===== src/rtl/mbxp_pkg.sv =====
// shared types and constants of the masked bit extract packer
package mbxp_pkg;

    // word geometry
    localparam int WORD_W = 64;
    localparam int RANK_W = 6;
    localparam int CNT_W  = 7;

    // configuration port
    localparam int CFG_IDX_W     = 3;
    localparam int WC_W          = 3;
    localparam int NUM_MASK_REGS = 4;

    // register indexes
    localparam logic [CFG_IDX_W-1:0] REG_WORD_COUNT = 3'd0;
    localparam logic [CFG_IDX_W-1:0] REG_MASK_0     = 3'd1;

    // rank of every mask bit: number of set mask bits below it
    typedef logic [WORD_W-1:0][RANK_W-1:0] t_rank_vec;

    // result pushes from the merge stage into the output queue
    typedef struct packed {
        logic first;
        logic first_last;
        logic second;
    } t_push;

endpackage


===== src/rtl/mbxp_out_queue.sv =====
// four-entry result queue, takes up to two results per cycle
module mbxp_out_queue
    import mbxp_pkg::*;
#(
    parameter int DATA_W = 256
) (
    input  logic              i_clk,
    input  logic              i_rst_n,
    input  t_push             i_push,
    input  logic [DATA_W-1:0] i_data_first,
    input  logic [DATA_W-1:0] i_data_second,
    output logic              o_room,
    output logic              o_valid,
    input  logic              i_ready,
    output logic [DATA_W-1:0] o_data,
    output logic              o_last
);

    localparam int DEPTH = 4;
    localparam int PTR_W = 2;
    localparam int CNT_QW = 3;

    logic [DATA_W-1:0] r_data [DEPTH];
    logic              r_last [DEPTH];
    logic [PTR_W-1:0]  r_wr;
    logic [PTR_W-1:0]  r_rd;
    logic [CNT_QW-1:0] r_count;

    logic              pop;
    logic [PTR_W-1:0]  second_ptr;
    logic [CNT_QW-1:0] push_cnt;

    assign pop        = o_valid && i_ready;
    assign second_ptr = i_push.first ? r_wr + PTR_W'(1) : r_wr;
    assign push_cnt   = CNT_QW'(i_push.first) + CNT_QW'(i_push.second);

    // room for two more results, judged on the registered fill
    assign o_room  = (r_count <= CNT_QW'(DEPTH - 2));
    assign o_valid = (r_count != '0);
    assign o_data  = r_data[r_rd];
    assign o_last  = r_last[r_rd];

    // storage
    always_ff @(posedge i_clk) begin
        if (i_push.first) begin
            r_data[r_wr] <= i_data_first;
            r_last[r_wr] <= i_push.first_last;
        end
        if (i_push.second) begin
            r_data[second_ptr] <= i_data_second;
            r_last[second_ptr] <= 1'b1;
        end
    end

    // pointers and fill
    always_ff @(posedge i_clk) begin
        if (!i_rst_n) begin
            r_wr    <= '0;
            r_rd    <= '0;
            r_count <= '0;
        end else begin
            r_wr    <= r_wr + PTR_W'(push_cnt);
            r_rd    <= r_rd + PTR_W'(pop);
            r_count <= r_count + push_cnt - CNT_QW'(pop);
        end
    end

    // checks
    a_no_overflow: assert property (@(posedge i_clk) disable iff (!i_rst_n)
        r_count <= CNT_QW'(DEPTH))
        else $error("result queue overflow");

    a_push_needs_room: assert property (@(posedge i_clk) disable iff (!i_rst_n)
        (i_push.first || i_push.second) |-> o_room)
        else $error("result pushed without room");

endmodule


===== config.mk =====
export PLATFORM = sky130hd
export DESIGN_NAME = mbxp_out_queue
export DESIGN_NICKNAME = d
export VERILOG_FILES = /design/src/rtl/mbxp_pkg.sv /design/src/rtl/mbxp_out_queue.sv
export SDC_FILE = /design/constraint.sdc
export NUM_CORES = 1
export LEC_CHECK = 0
export BUFFER_PORTS_ARGS = -buffer_cell sky130_fd_sc_hd__buf_2
export CAP_MARGIN = 5
export CORE_MARGIN = 4
export CORE_UTILIZATION = 52
export DETAILED_ROUTE_END_ITERATION = 6
export GPL_ROUTABILITY_DRIVEN = 1
export PLACE_DENSITY = 0.75
export SLEW_MARGIN = 20
export SYNTH_ARGS = -nofsm -noshare
export SYNTH_HDL_FRONTEND = slang
export SYNTH_SLANG_ARGS = --single-unit

===== constraint.sdc =====
create_clock -name i_clk -period 8.9 [get_ports i_clk]
set_input_delay 1.78 -clock i_clk [delete_from_list [all_inputs] [get_ports i_clk]]
set_output_delay 1.78 -clock i_clk [all_outputs]
set_load 0.05 [all_outputs]

# After elaboration in Yosys (flattened, before gate mapping)
# Memory sizes are Yosys's and may differ from the RTL's. A register that Yosys moved wholly into a read port is not among the register bits.
# Index checks and enable logic that the tools add are counted.
word_totals:
  reg_bits: 7
  mem_bits_rw: 1028
  out_inout_bits: 259
  word_cells: 21
  memories: 2
classes:
  add_sub_neg: 6
  order_cmp: 1
  muxes: 7
  n_reduce_logical: 2
mem_list:
  columns: ["name", "words", "width", "read_ports", "rd_clocked_by_memory_dff", "write_ports", "line_no", "text"]
  rows:
  - ["r_data", 4, 256, 1, 1, 2, "mbxp_out_queue.sv:23", "logic [DATA_W-1:0] r_data [DEPTH];"]
  - ["r_last", 4, 1, 1, 1, 2, "mbxp_out_queue.sv:24", "logic r_last [DEPTH];"]
ops:
  columns: ["op", "count"]
  rows:
  - ["$mux 2", 3]
  - ["$mux 1", 4]
  - ["$add 3x2->3", 1]
  - ["$le 3x2->1 const B", 1]
  - ["$reduce_bool 3->1", 1]
  - ["$sub 3x1->3", 1]
  - ["$add 1x1->2", 1]
  - ["$add 2x1->2", 1]
  - ["$add 2x1->2 const B", 1]
  - ["$add 2x2->2", 1]
  - ["$logic_and 1x1->1", 1]

# Depth between registers and ports, before layout
logic_depth:
  word_depth: 4
  depth_mapped: 10

# Least setup slack after synthesis
# OpenSTA, ideal clock, no wires.
synth_timing:
  path_kind: "in2reg"
  startpoint: "input i_push[2] (netlist bit)"
  endpoint: "memory r_data[0][0] (enable)"
  setup_time_ns: 1.961
  arrival_ns: 6.853
  path_slack_ns: 0.086
  cell_stages: 6
  n_path_buf: 3
  path_cell_list: "buf_2 nor4b_2 a31oi_1 buf_2 buf_4 nand2_1"
synth_rtl:
  columns: ["item", "line_no", "text"]
  rows:
  - ["from (decl)", "mbxp_out_queue.sv:9", "input t_push i_push,"]
  - ["to (decl)", "mbxp_out_queue.sv:23", null]

==> results.cfg <==
[finish]
area_growth_pct = 16.34
final_nets = 3818
drive_gt1_share_pct = 54.03
seq_area_mm2 = 0.03098
multi_input_area_mm2 = 0.01863
finalInstanceArea_mm2 = 0.05912
nFillCells = 6915

[hold_path]
hold_class = flip-flop to flip-flop

[timing]
slew-limit-headroom_pct = 15.50
clock-skew-final_ps = 17.64
tightest_slew_ps = 1268
final_hold_viol_count = 0
hold_ws_ps = 477.3
rsz0062_at_grt = false
drv_slew = 0
finalCritPeriodShare_pct = 58.14
tns_ps = 0
min_period_ps = 5174
fmax_ghz = 0.1933
setup_viol = 0

[routing]
drt-vias-per-instance = 5.901
drt_iter0_drc = 2088
drc = 0
drt-total-wl_um = 130200
wl_per_cell_um = 27.61
vias = 27830
ant_nets = 0
first_pass_iters = 5

[cts]
cts_tree = yes
post_cts_resized = 0
clk_latency_ps = 680
numCtsBuffers = 109
clockRootBuffer = clkbuf_16
hold_buffers = 0
cts_num_sinks = 1035
clk_pin_slew_worst_paths_ps = 60
cts_buffer_depth = 3
h-tree-depth = 3
cts_setup_buffers = 0

[synth]
synth_ff_type = edfxtp_1
netlist_area_mm2 = 0.05082
ys_seq_elements = 1035
ys_seq_area_share_pct = 60.94
syn-num-nets = 3079
async_reset_ff_share_pct = 0
yosys_warnings = 0
syn_avg_cell_area_um2 = 19.93
ys_types = 33
synth_edf_count = 1024
synthCells = 2550

[worst_setup_path]
cp.required_ps = 7120
critical_path.slowest_cell = dfxtp_4
path_max_fanout = 132
critical_path_class = flip-flop to output pin
critPathCaptureType = output pin
regToRegSetupSlack_ps = 4780
path_cells = buf_12 > mux4_2 > buf_2
cp-start-kind = flip-flop
max_stage_delay_ps = 950
worstPathArrival_ps = 3390

[placement]
dpl-instance-area_mm2 = 0.05550
placement.io_buffers = 776
gp_congestion = 0.7953
post-dp-hpwl_um = 80120

[status]
status = complete, no violations

[global_routing]
grtUsageTotal_pct = 24.69
grt_start_max_net_pins = 139
first_global_vias = 29820
antenna_found_initial = 86
grt.overflow.total = 0
grt_first_pass_wirelength_um = 191100

[floorplanning]
core_mm2 = 0.09685
chipWidth_um = 320.6
rows = 114
die_area_mm2 = 0.1028
die_h_um = 320.6
initial_core_util_pct = 52.47
ios = 777

[power]
power_density_mw_per_mm2 = 286.2
leakagePower_nw = 20.96
p_total_mw = 16.92
irDropWorstVdd_v = 0.0002276

[flow_run]
cap_viol_max_count = 0
==> registers in the layout (all words and copies together) (netlist names) <==
signal	count
r_last	4
r_wr	2
r_data	1024
r_count	3
r_rd	2
==> stage by stage <==
stage	instances	setup slack, ps	utilization, %
2_1_floorplan	2550	86.25	-
3_3_place_gp	4454	3542	57.30
3_5_place_dp	4454	3576	57.30
4_1_cts	4652	3613	60.88
5_1_grt	4695	3456	60.99
6_report	4716	3726	61.05
==> Yosys cell counts, types with 4 or more instances <==
master | instances | area (µm²)
and2_1 | 8 | 50.05
buf_1 | 5 | 18.77
buf_2 | 45 | 225.2
buf_4 | 47 | 352.8
buf_6 | 50 | 563.0
clkbuf_1 | 27 | 101.4
dfxtp_1 | 11 | 220.2
edfxtp_1 | 1024 | 30750
ha_1 | 10 | 125.1
inv_1 | 6 | 22.52
mux2_1 | 426 | 4797
mux2_2 | 388 | 4369
mux2_4 | 210 | 3153
mux4_2 | 257 | 5788
nand2_1 | 7 | 26.28
nand3_1 | 4 | 20.02
==> power by group <==
group	total [mW]	switching, mW	internal, mW
combinational	5.99	4.01	1.98
clock	4.42	1.87	2.55
sequential	6.51	0.230	6.28
==> layer usage <==
metal | track usage, % | wire length, µm | vias to the layer above
li1 | - | - | 12110
met1 | 29.15 | 47180 | 14430
met2 | 42.40 | 67200 | 971
met3 | 7.452 | 10630 | 275
met4 | 10.11 | 4918 | 46
met5 | 0 | 288 | -
==> layout make-up <==
class	instances	share of cell area, %
Antenna cell	64	0.2709
Clock buffer	126	4.829
Clock inverter	72	1.037
Inverter	7	0.04444
Multi-Input combinational cell	1334	31.51
Sequential cell	1035	52.39
Tap cell	1276	2.700
Timing Repair Buffer	802	7.216
==> worst paths after layout <==
| path | to | cells past startpoint | startpoint |
|---|---|---|---|
| worst max register to register | r_data[3][174] | 5 | r_wr[0] |
| worst min register to register | r_last[1] | 2 | r_last[1] |
| worst min-delay path | r_last[1] | 2 | r_last[1] |
| worst max-delay path | o_data[132] | 3 | r_rd[1] |
==> logic make-up (layout without fill, tap and decap cells) <==
| logic type | after synthesis | count (layout) | synth area share, % |
|---|---|---|---|
| buf+inv | 181 | 1007 | 2.533 |
| compound gates | 11 | 11 | 0.2142 |
| flops | 1035 | 1035 | 60.94 |
| simple gates | 26 | 26 | 0.3078 |
| other cells | 0 | 64 | 0 |
| fa+ha+maj | 11 | 11 | 0.2856 |
| xor+xnor | 5 | 5 | 0.08619 |
| mux | 1281 | 1281 | 35.63 |
==> critical path: cells and delay by family, from the launching register on <==
family,cells,cell delay [ps]
buffers and inverters,2,790
DFF,1,950
muxes,1,450
==> placed cells by master (no fill, tap or decap), types with 11 or more instances in the layout <==
master	count
diode_2	64
buf_4	11
edfxtp_1	1024
mux2_4	210
clkbuf_1	14
mux2_2	388
clkinv_1	30
clkinv_2	24
buf_12	15
mux2_1	426
mux4_2	257
clkbuf_16	112
buf_2	776
No activity file was read; power rests on OpenSTA's default activity.
