## src/rtl/mbxp_pkg.sv

```systemverilog
// shared types and constants of the masked bit extract packer
package mbxp_pkg;

    // word geometry
    localparam int WORD_W = 64;
    localparam int RANK_W = 6;
    localparam int CNT_W  = 7;

    // configuration port
    localparam int CFG_IDX_W     = 3;
    localparam int WC_W          = 3;
    localparam int NUM_MASK_REGS = 4;

    // register indexes
    localparam logic [CFG_IDX_W-1:0] REG_WORD_COUNT = 3'd0;
    localparam logic [CFG_IDX_W-1:0] REG_MASK_0     = 3'd1;

    // rank of every mask bit: number of set mask bits below it
    typedef logic [WORD_W-1:0][RANK_W-1:0] t_rank_vec;

    // result pushes from the merge stage into the output queue
    typedef struct packed {
        logic first;
        logic first_last;
        logic second;
    } t_push;

endpackage

```

## src/rtl/mbxp_cfg_regs.sv

```systemverilog
// configuration registers with precomputed bit ranks and popcounts per mask word
module mbxp_cfg_regs
    import mbxp_pkg::*;
#(
    parameter int MAX_WORDS = 4,
    parameter int WI_W      = 2
) (
    input  logic                  i_clk,
    input  logic                  i_rst_n,
    input  logic                  i_cfg_we,
    input  logic [CFG_IDX_W-1:0]  i_cfg_index,
    input  logic [WORD_W-1:0]     i_cfg_wdata,
    input  logic [WI_W-1:0]       i_acc_idx,
    input  logic [WI_W-1:0]       i_ext_idx,
    output logic [WC_W-1:0]       o_word_count,
    output logic [CNT_W-1:0]      o_pcnt,
    output logic [WORD_W-1:0]     o_mask,
    output t_rank_vec             o_rank
);

    logic [WC_W-1:0]   r_word_count;
    logic [WORD_W-1:0] r_mask [MAX_WORDS];
    t_rank_vec         r_rank [MAX_WORDS];
    logic [CNT_W-1:0]  r_pcnt [MAX_WORDS];

    t_rank_vec         n_rank;
    logic [CNT_W-1:0]  n_pcnt;

    // log-step prefix count over the written mask
    always_comb begin
        logic [WORD_W-1:0][CNT_W-1:0] cnt;
        logic [WORD_W-1:0][CNT_W-1:0] nxt;
        for (int b = 0; b < WORD_W; b++) begin
            cnt[b] = CNT_W'(i_cfg_wdata[b]);
        end
        for (int k = 0; k < RANK_W; k++) begin
            for (int b = 0; b < WORD_W; b++) begin
                if (b >= (1 << k)) begin
                    nxt[b] = cnt[b] + cnt[b - (1 << k)];
                end else begin
                    nxt[b] = cnt[b];
                end
            end
            cnt = nxt;
        end
        for (int b = 0; b < WORD_W; b++) begin
            n_rank[b] = RANK_W'(cnt[b] - CNT_W'(i_cfg_wdata[b]));
        end
        n_pcnt = cnt[WORD_W-1];
    end

    // register writes
    always_ff @(posedge i_clk) begin
        if (!i_rst_n) begin
            r_word_count <= WC_W'(1);
            for (int i = 0; i < MAX_WORDS; i++) begin
                r_mask[i] <= '0;
                r_rank[i] <= '0;
                r_pcnt[i] <= '0;
            end
        end else if (i_cfg_we) begin
            if (i_cfg_index == REG_WORD_COUNT) begin
                r_word_count <= i_cfg_wdata[WC_W-1:0];
            end
            for (int i = 0; i < MAX_WORDS; i++) begin
                if (i < NUM_MASK_REGS &&
                    i_cfg_index == CFG_IDX_W'(int'(REG_MASK_0) + i)) begin
                    r_mask[i] <= i_cfg_wdata;
                    r_rank[i] <= n_rank;
                    r_pcnt[i] <= n_pcnt;
                end
            end
        end
    end

    // selection for the accept stage and the extract stage
    assign o_word_count = r_word_count;
    assign o_pcnt       = r_pcnt[i_acc_idx];
    assign o_mask       = r_mask[i_ext_idx];
    assign o_rank       = r_rank[i_ext_idx];

endmodule

```

## config.mk

```make
export PLATFORM = sky130hd
export DESIGN_NAME = mbxp_cfg_regs
export DESIGN_NICKNAME = d
export VERILOG_FILES = /design/src/rtl/mbxp_pkg.sv /design/src/rtl/mbxp_cfg_regs.sv
export SDC_FILE = /design/constraint.sdc
export NUM_CORES = 2
export LEC_CHECK = 0
export BUFFER_PORTS_ARGS = -buffer_cell sky130_fd_sc_hd__buf_2
export CAP_MARGIN = 10
export CORE_UTILIZATION = 45
export CTS_CLUSTER_SIZE = 10
export DETAILED_ROUTE_END_ITERATION = 10
export SYNTH_ARGS = -nofsm -noshare
export SYNTH_HDL_FRONTEND = slang
export SYNTH_SLANG_ARGS = --single-unit
```

## constraint.sdc

```tcl
create_clock -name i_clk -period 35.4 [get_ports i_clk]
set_input_delay 3.54 -clock i_clk [delete_from_list [all_inputs] [get_ports i_clk]]
set_output_delay 3.54 -clock i_clk [all_outputs]
set_load 0.005 [all_outputs]
```

# Word-level counts from Yosys, hierarchy flattened
# Memories as Yosys holds them, arrays and structs flattened.
# Cells that the tools add are included.
dict set report word_totals {
  elab_cells 436
  register_bits 3
  mem_bits_rw 1820
  output_inout_bits 458
  in_bits 74
  n_memories 3
}
# name depth word_bits read_ports rd_ports_with_merged_regs write_ports line
set mem_list {}
lappend mem_list {r_rank 4 384 1 0 4 mbxp_cfg_regs.sv:23} ;# t_rank_vec r_rank [MAX_WORDS];
lappend mem_list {r_mask 4 64 1 0 4 mbxp_cfg_regs.sv:22} ;# logic [WORD_W-1:0] r_mask [MAX_WORDS];
lappend mem_list {r_pcnt 4 7 1 0 4 mbxp_cfg_regs.sv:24} ;# logic [CNT_W-1:0] r_pcnt [MAX_WORDS];
dict set report classes {
  n_bitwise 12
  eq_ne 4
  n_mux 29
  add_sub_neg 385
  n_reduce_logical 2
}
# op n
set op_table {}
lappend op_table {{$mux W384} 4}
lappend op_table {{$sub A6 B1 Y6} 48}
lappend op_table {{$add A4 B4 Y5} 52}
lappend op_table {{$mux W64} 4}
lappend op_table {{$add A5 B5 Y6} 40}
lappend op_table {{$add A3 B3 Y4} 58}
lappend op_table {{$add A2 B2 Y3} 61}
lappend op_table {{$add A1 B1 Y2} 63}
lappend op_table {{$add A6 B6 Y6} 15}
lappend op_table {{$add A6 B5 Y6} 8}
lappend op_table {{$sub A5 B1 Y6} 8}
lappend op_table {{$mux W7} 4}
lappend op_table {{$add A5 B4 Y6} 4}
lappend op_table {{$add A6 B4 Y6} 4}
lappend op_table {{$sub A4 B1 Y5} 4}
lappend op_table {{$mux W1} 17}
lappend op_table {{$add A5 B3 Y6} 2}
lappend op_table {{$add A6 B3 Y6} 2}
lappend op_table {{$or A1 B1 Y1} 12}
lappend op_table {{$add A4 B3 Y5} 2}
lappend op_table {{$sub A3 B1 Y4} 2}
lappend op_table {{$add A6 B6 Y7} 1}
lappend op_table {{$add A5 B1 Y6} 1}
lappend op_table {{$add A5 B2 Y6} 1}
lappend op_table {{14 further kinds} 15}

# Depth between registers and ports, before layout
dict set report depth {
  ltp_word 8
  ltp_mapped 28
  mapped_depth_nobuf 28
}

# Worst setup path before layout
# Ideal clock, no wire load.
dict set report synth_path {
  path_kind {in2reg}
  from {in i_cfg_we}
  to {mem r_mask[1][0] (enable)}
  path_buffers 0
  t_arrival_ps 35306
  required_ps 33517
  path_slack_ps -1789
  stages 2
  setup_time_ps 1883
  path_cell_list {nand2_1 -> o31ai_1}
}
# item line
set synth_rtl {}
lappend synth_rtl {{start, declared} mbxp_cfg_regs.sv:10} ;# input logic i_cfg_we,
lappend synth_rtl {{end, declared} mbxp_cfg_regs.sv:22}

==> results.tsv <==
stage	metric	value	unit
setup_path	CP Capture Type	output pin	
placed_design	routability congestion estimate	0.9810	
setup_path	Req. time, crit path	31.86	ns
timing	Tcrit/Tclk final	34.71	%
timing	RSZ-0062 raised after global routing	no	
yosys	yosys warns	0	
yosys	post-synth cell types	65	
routing	routed wire length per instance	31.43	um
yosys	Post-synth ARST share	0	%
routing	remaining antenna violation count after routing	0	
yosys	Mapped Cells	7671	
global_routing	initial antenna violation count	44	
routing	Final Routed Wirelength	353500	um
floorplan	Die Y-Extent	480.6	um
timing	Tmin final	12.29	ns
timing	final setup violation count	0	
setup_path	FF-to-FF setup slack	34.54	ns
status	status	finished clean	
run	total of max-cap violations	0	
global_routing	first-pass GRT wire length	491900	um
routing	DRC viols	0	
layout	fin nets	9531	
routing	Via Count	65560	
clocking	PostCTS Resize Cnt	0	
placed_design	Port Buf Inserts	524	
clocking	Sink Count	1751	
yosys	Syn Area/Cell	13.44	um^2
clocking	CTS tree	built	
clocking	postcts setup bufs	0	
clocking	worst skew pair latency	0.85	ns
yosys	flops & latches, synth	1751	
global_routing	pin count of the biggest net entering global routing	131	
routing	TritonRoute pass-1 iters	6	
layout	most common cell after layout, fill and taps aside	edfxtp_1	
yosys	Post-synth EDFFs	1748	
setup_path	worst path arrival time	8.75	ns
yosys	Post-Syn Area	0.1031	mm^2
yosys	top cell type by total area after synthesis	edfxtp_1	
floorplan	core area	0.2275	mm^2
yosys	share of the yosys chip area belonging to registers	50.98	%
timing	max frequency	81.40	MHz
yosys	Area contributors post-synth	edfxtp_1, ha_1, mux4_2	
floorplan	Die Span X	480.6	um
layout	most frequent cells in the layout	edfxtp_1, nor2_1, ha_1	
worst_hold_path	Hold Crit Class	reg2reg	
yosys	post-synth top area share	50.92	%
timing	Hold Vio Cnt, Final	0	
yosys	Top FF cell, synth	edfxtp_1	
layout	P&R area growth vs syn	11.31	%
floorplan	I/O pin total	532	
clocking	Clock transition at path regs	0.06	ns
clocking	root buffer cell	clkbuf_16	
clocking	total clock buffers created by CTS	200	
global_routing	vias in the first global route	64726	
timing	Rel. slew slack	11.98	%
global_routing	Overall Global Routing Usage	30.55	%
clocking	clock tree buffer depth	3	
timing	Worst Skew	0	ns
floorplan	Starting Density	45.31	%
global_routing	GRT overflow	0	
timing	Fin Setup TNS	0	ns
layout	layout cell share with drive strength beyond 1	16.25	%
routing	Via density	5.829	
setup_path	Crit Path Category	in2out	
layout	Fill cells	19576	
floorplan	die area	0.2310	mm^2
floorplan	Rows	175	
timing	slew of the pin with the lowest slew margin	1.316	ns
routing	initial DRC count	7740	
clocking	Post-CTS Hold Fix Bufs	0	
timing	pins over their slew limit	0	
setup_path	Crit Path Max Fanout	89	
setup_path	critical path launch point type	primary input	
clocking	H-tree Lvls	4	
placed_design	DP Wirelength	260200	um
-- area by class of cell --
type	instances	area (um^2)	area share (%)
clock inverters	27	369.1	0.3217
diodes	16	40.04	0.03490
flip-flops and latches	1751	52550	45.80
well taps	3009	3765	3.281
clock buffers	221	5105	4.449
multi-input cells	4756	46170	40.24
repair buffers	625	3570	3.111
inverters	843	3164	2.758
-- state kept, by name, summed over array words and instances, names as in the netlist --
register,flops
r_pcnt,28
r_mask,256
o_word_count,3
r_rank,1464
-- cell usage after synthesis (9+ instances only) --
cell      count
xor2_1      206
nand2_1      75
nand3_1      56
mux4_2      437
and2_1      380
buf_4        18
and4_1       12
nor2b_1      16
o211ai_1     23
inv_1       842
or2_2        10
o21bai_1     17
a31oi_1      10
mux2i_1      30
nor2_1     1207
or4_1        15
edfxtp_1   1748
a211o_1       9
buf_2        50
a21oi_1     183
a21o_1      261
clkbuf_1    243
fa_1        388
xnor3_1      10
o21ai_0      33
nor3_1       39
xnor2_1     172
nand2b_1     18
nand4_1      14
buf_1        23
ha_1        892
a211oi_1     21
and3_1      144
-- logic make-up after synthesis --
| family | after synthesis | share of synthesized area, % |
|---|---|---|
| and+or+nand+nor | 2006 | 9.031 |
| AOI/OAI and AO/OA | 595 | 3.870 |
| DFF | 1751 | 50.98 |
| other | 1 | 0.003638 |
| adders and majority gates | 1281 | 18.37 |
| buffers and inverters | 1178 | 4.417 |
| xor gates and xnor gates | 389 | 3.453 |
| muxes | 470 | 9.872 |
-- worst max-delay path, stage by stage --
cell    delay (ns)
buf_8         0.53
buf_4         0.83
buf_4         0.70
buf_4         0.84
buf_12        0.59
buf_4         0.65
mux4_2        0.59
buf_2         0.14
-- metrics by stage --
step / instance area (um^2) / util [%] / hold slack (ns) / std cells / setup slack (ns)
after global routing: 114700 / 50.42 / 0.6845 / 11235 / 22.50
after CTS: 114700 / 50.40 / 0.6597 / 11229 / 22.88
after floorplan: 103100 / - / 0.4662 / 7685 / 11.22
after global placement: 109200 / 47.99 / 0.6473 / 10981 / 22.92
final: 114700 / 50.43 / 0.6748 / 11248 / 23.11
after detailed placement: 109200 / 47.99 / 0.6422 / 10981 / 22.88
-- path summary, 6_finish.rpt --
kind                                      start  cells after the start         endpoint
worst min-delay path            o_word_count[2]                      2  o_word_count[2]
worst min register to register  o_word_count[2]                      2  o_word_count[2]
worst max-delay path               i_ext_idx[0]                      8      o_rank[296]
worst max register to register  o_word_count[1]                      2  o_word_count[1]
-- routing by layer --
| layer | GRT usage (%) | up-vias | wire, um |
|---|---|---|---|
| li1 | - | 28125 | - |
| met1 | 44.19 | 33883 | 149600 |
| met2 | 46.71 | 3140 | 159200 |
| met3 | 5.208 | 400 | 31910 |
| met4 | 10.13 | 12 | 12750 |
| met5 | 0 | - | 81 |
Power is left out: the tool's default activity adds up to more than one toggle a clock period on the data nets, which glitch-free logic cannot reach.
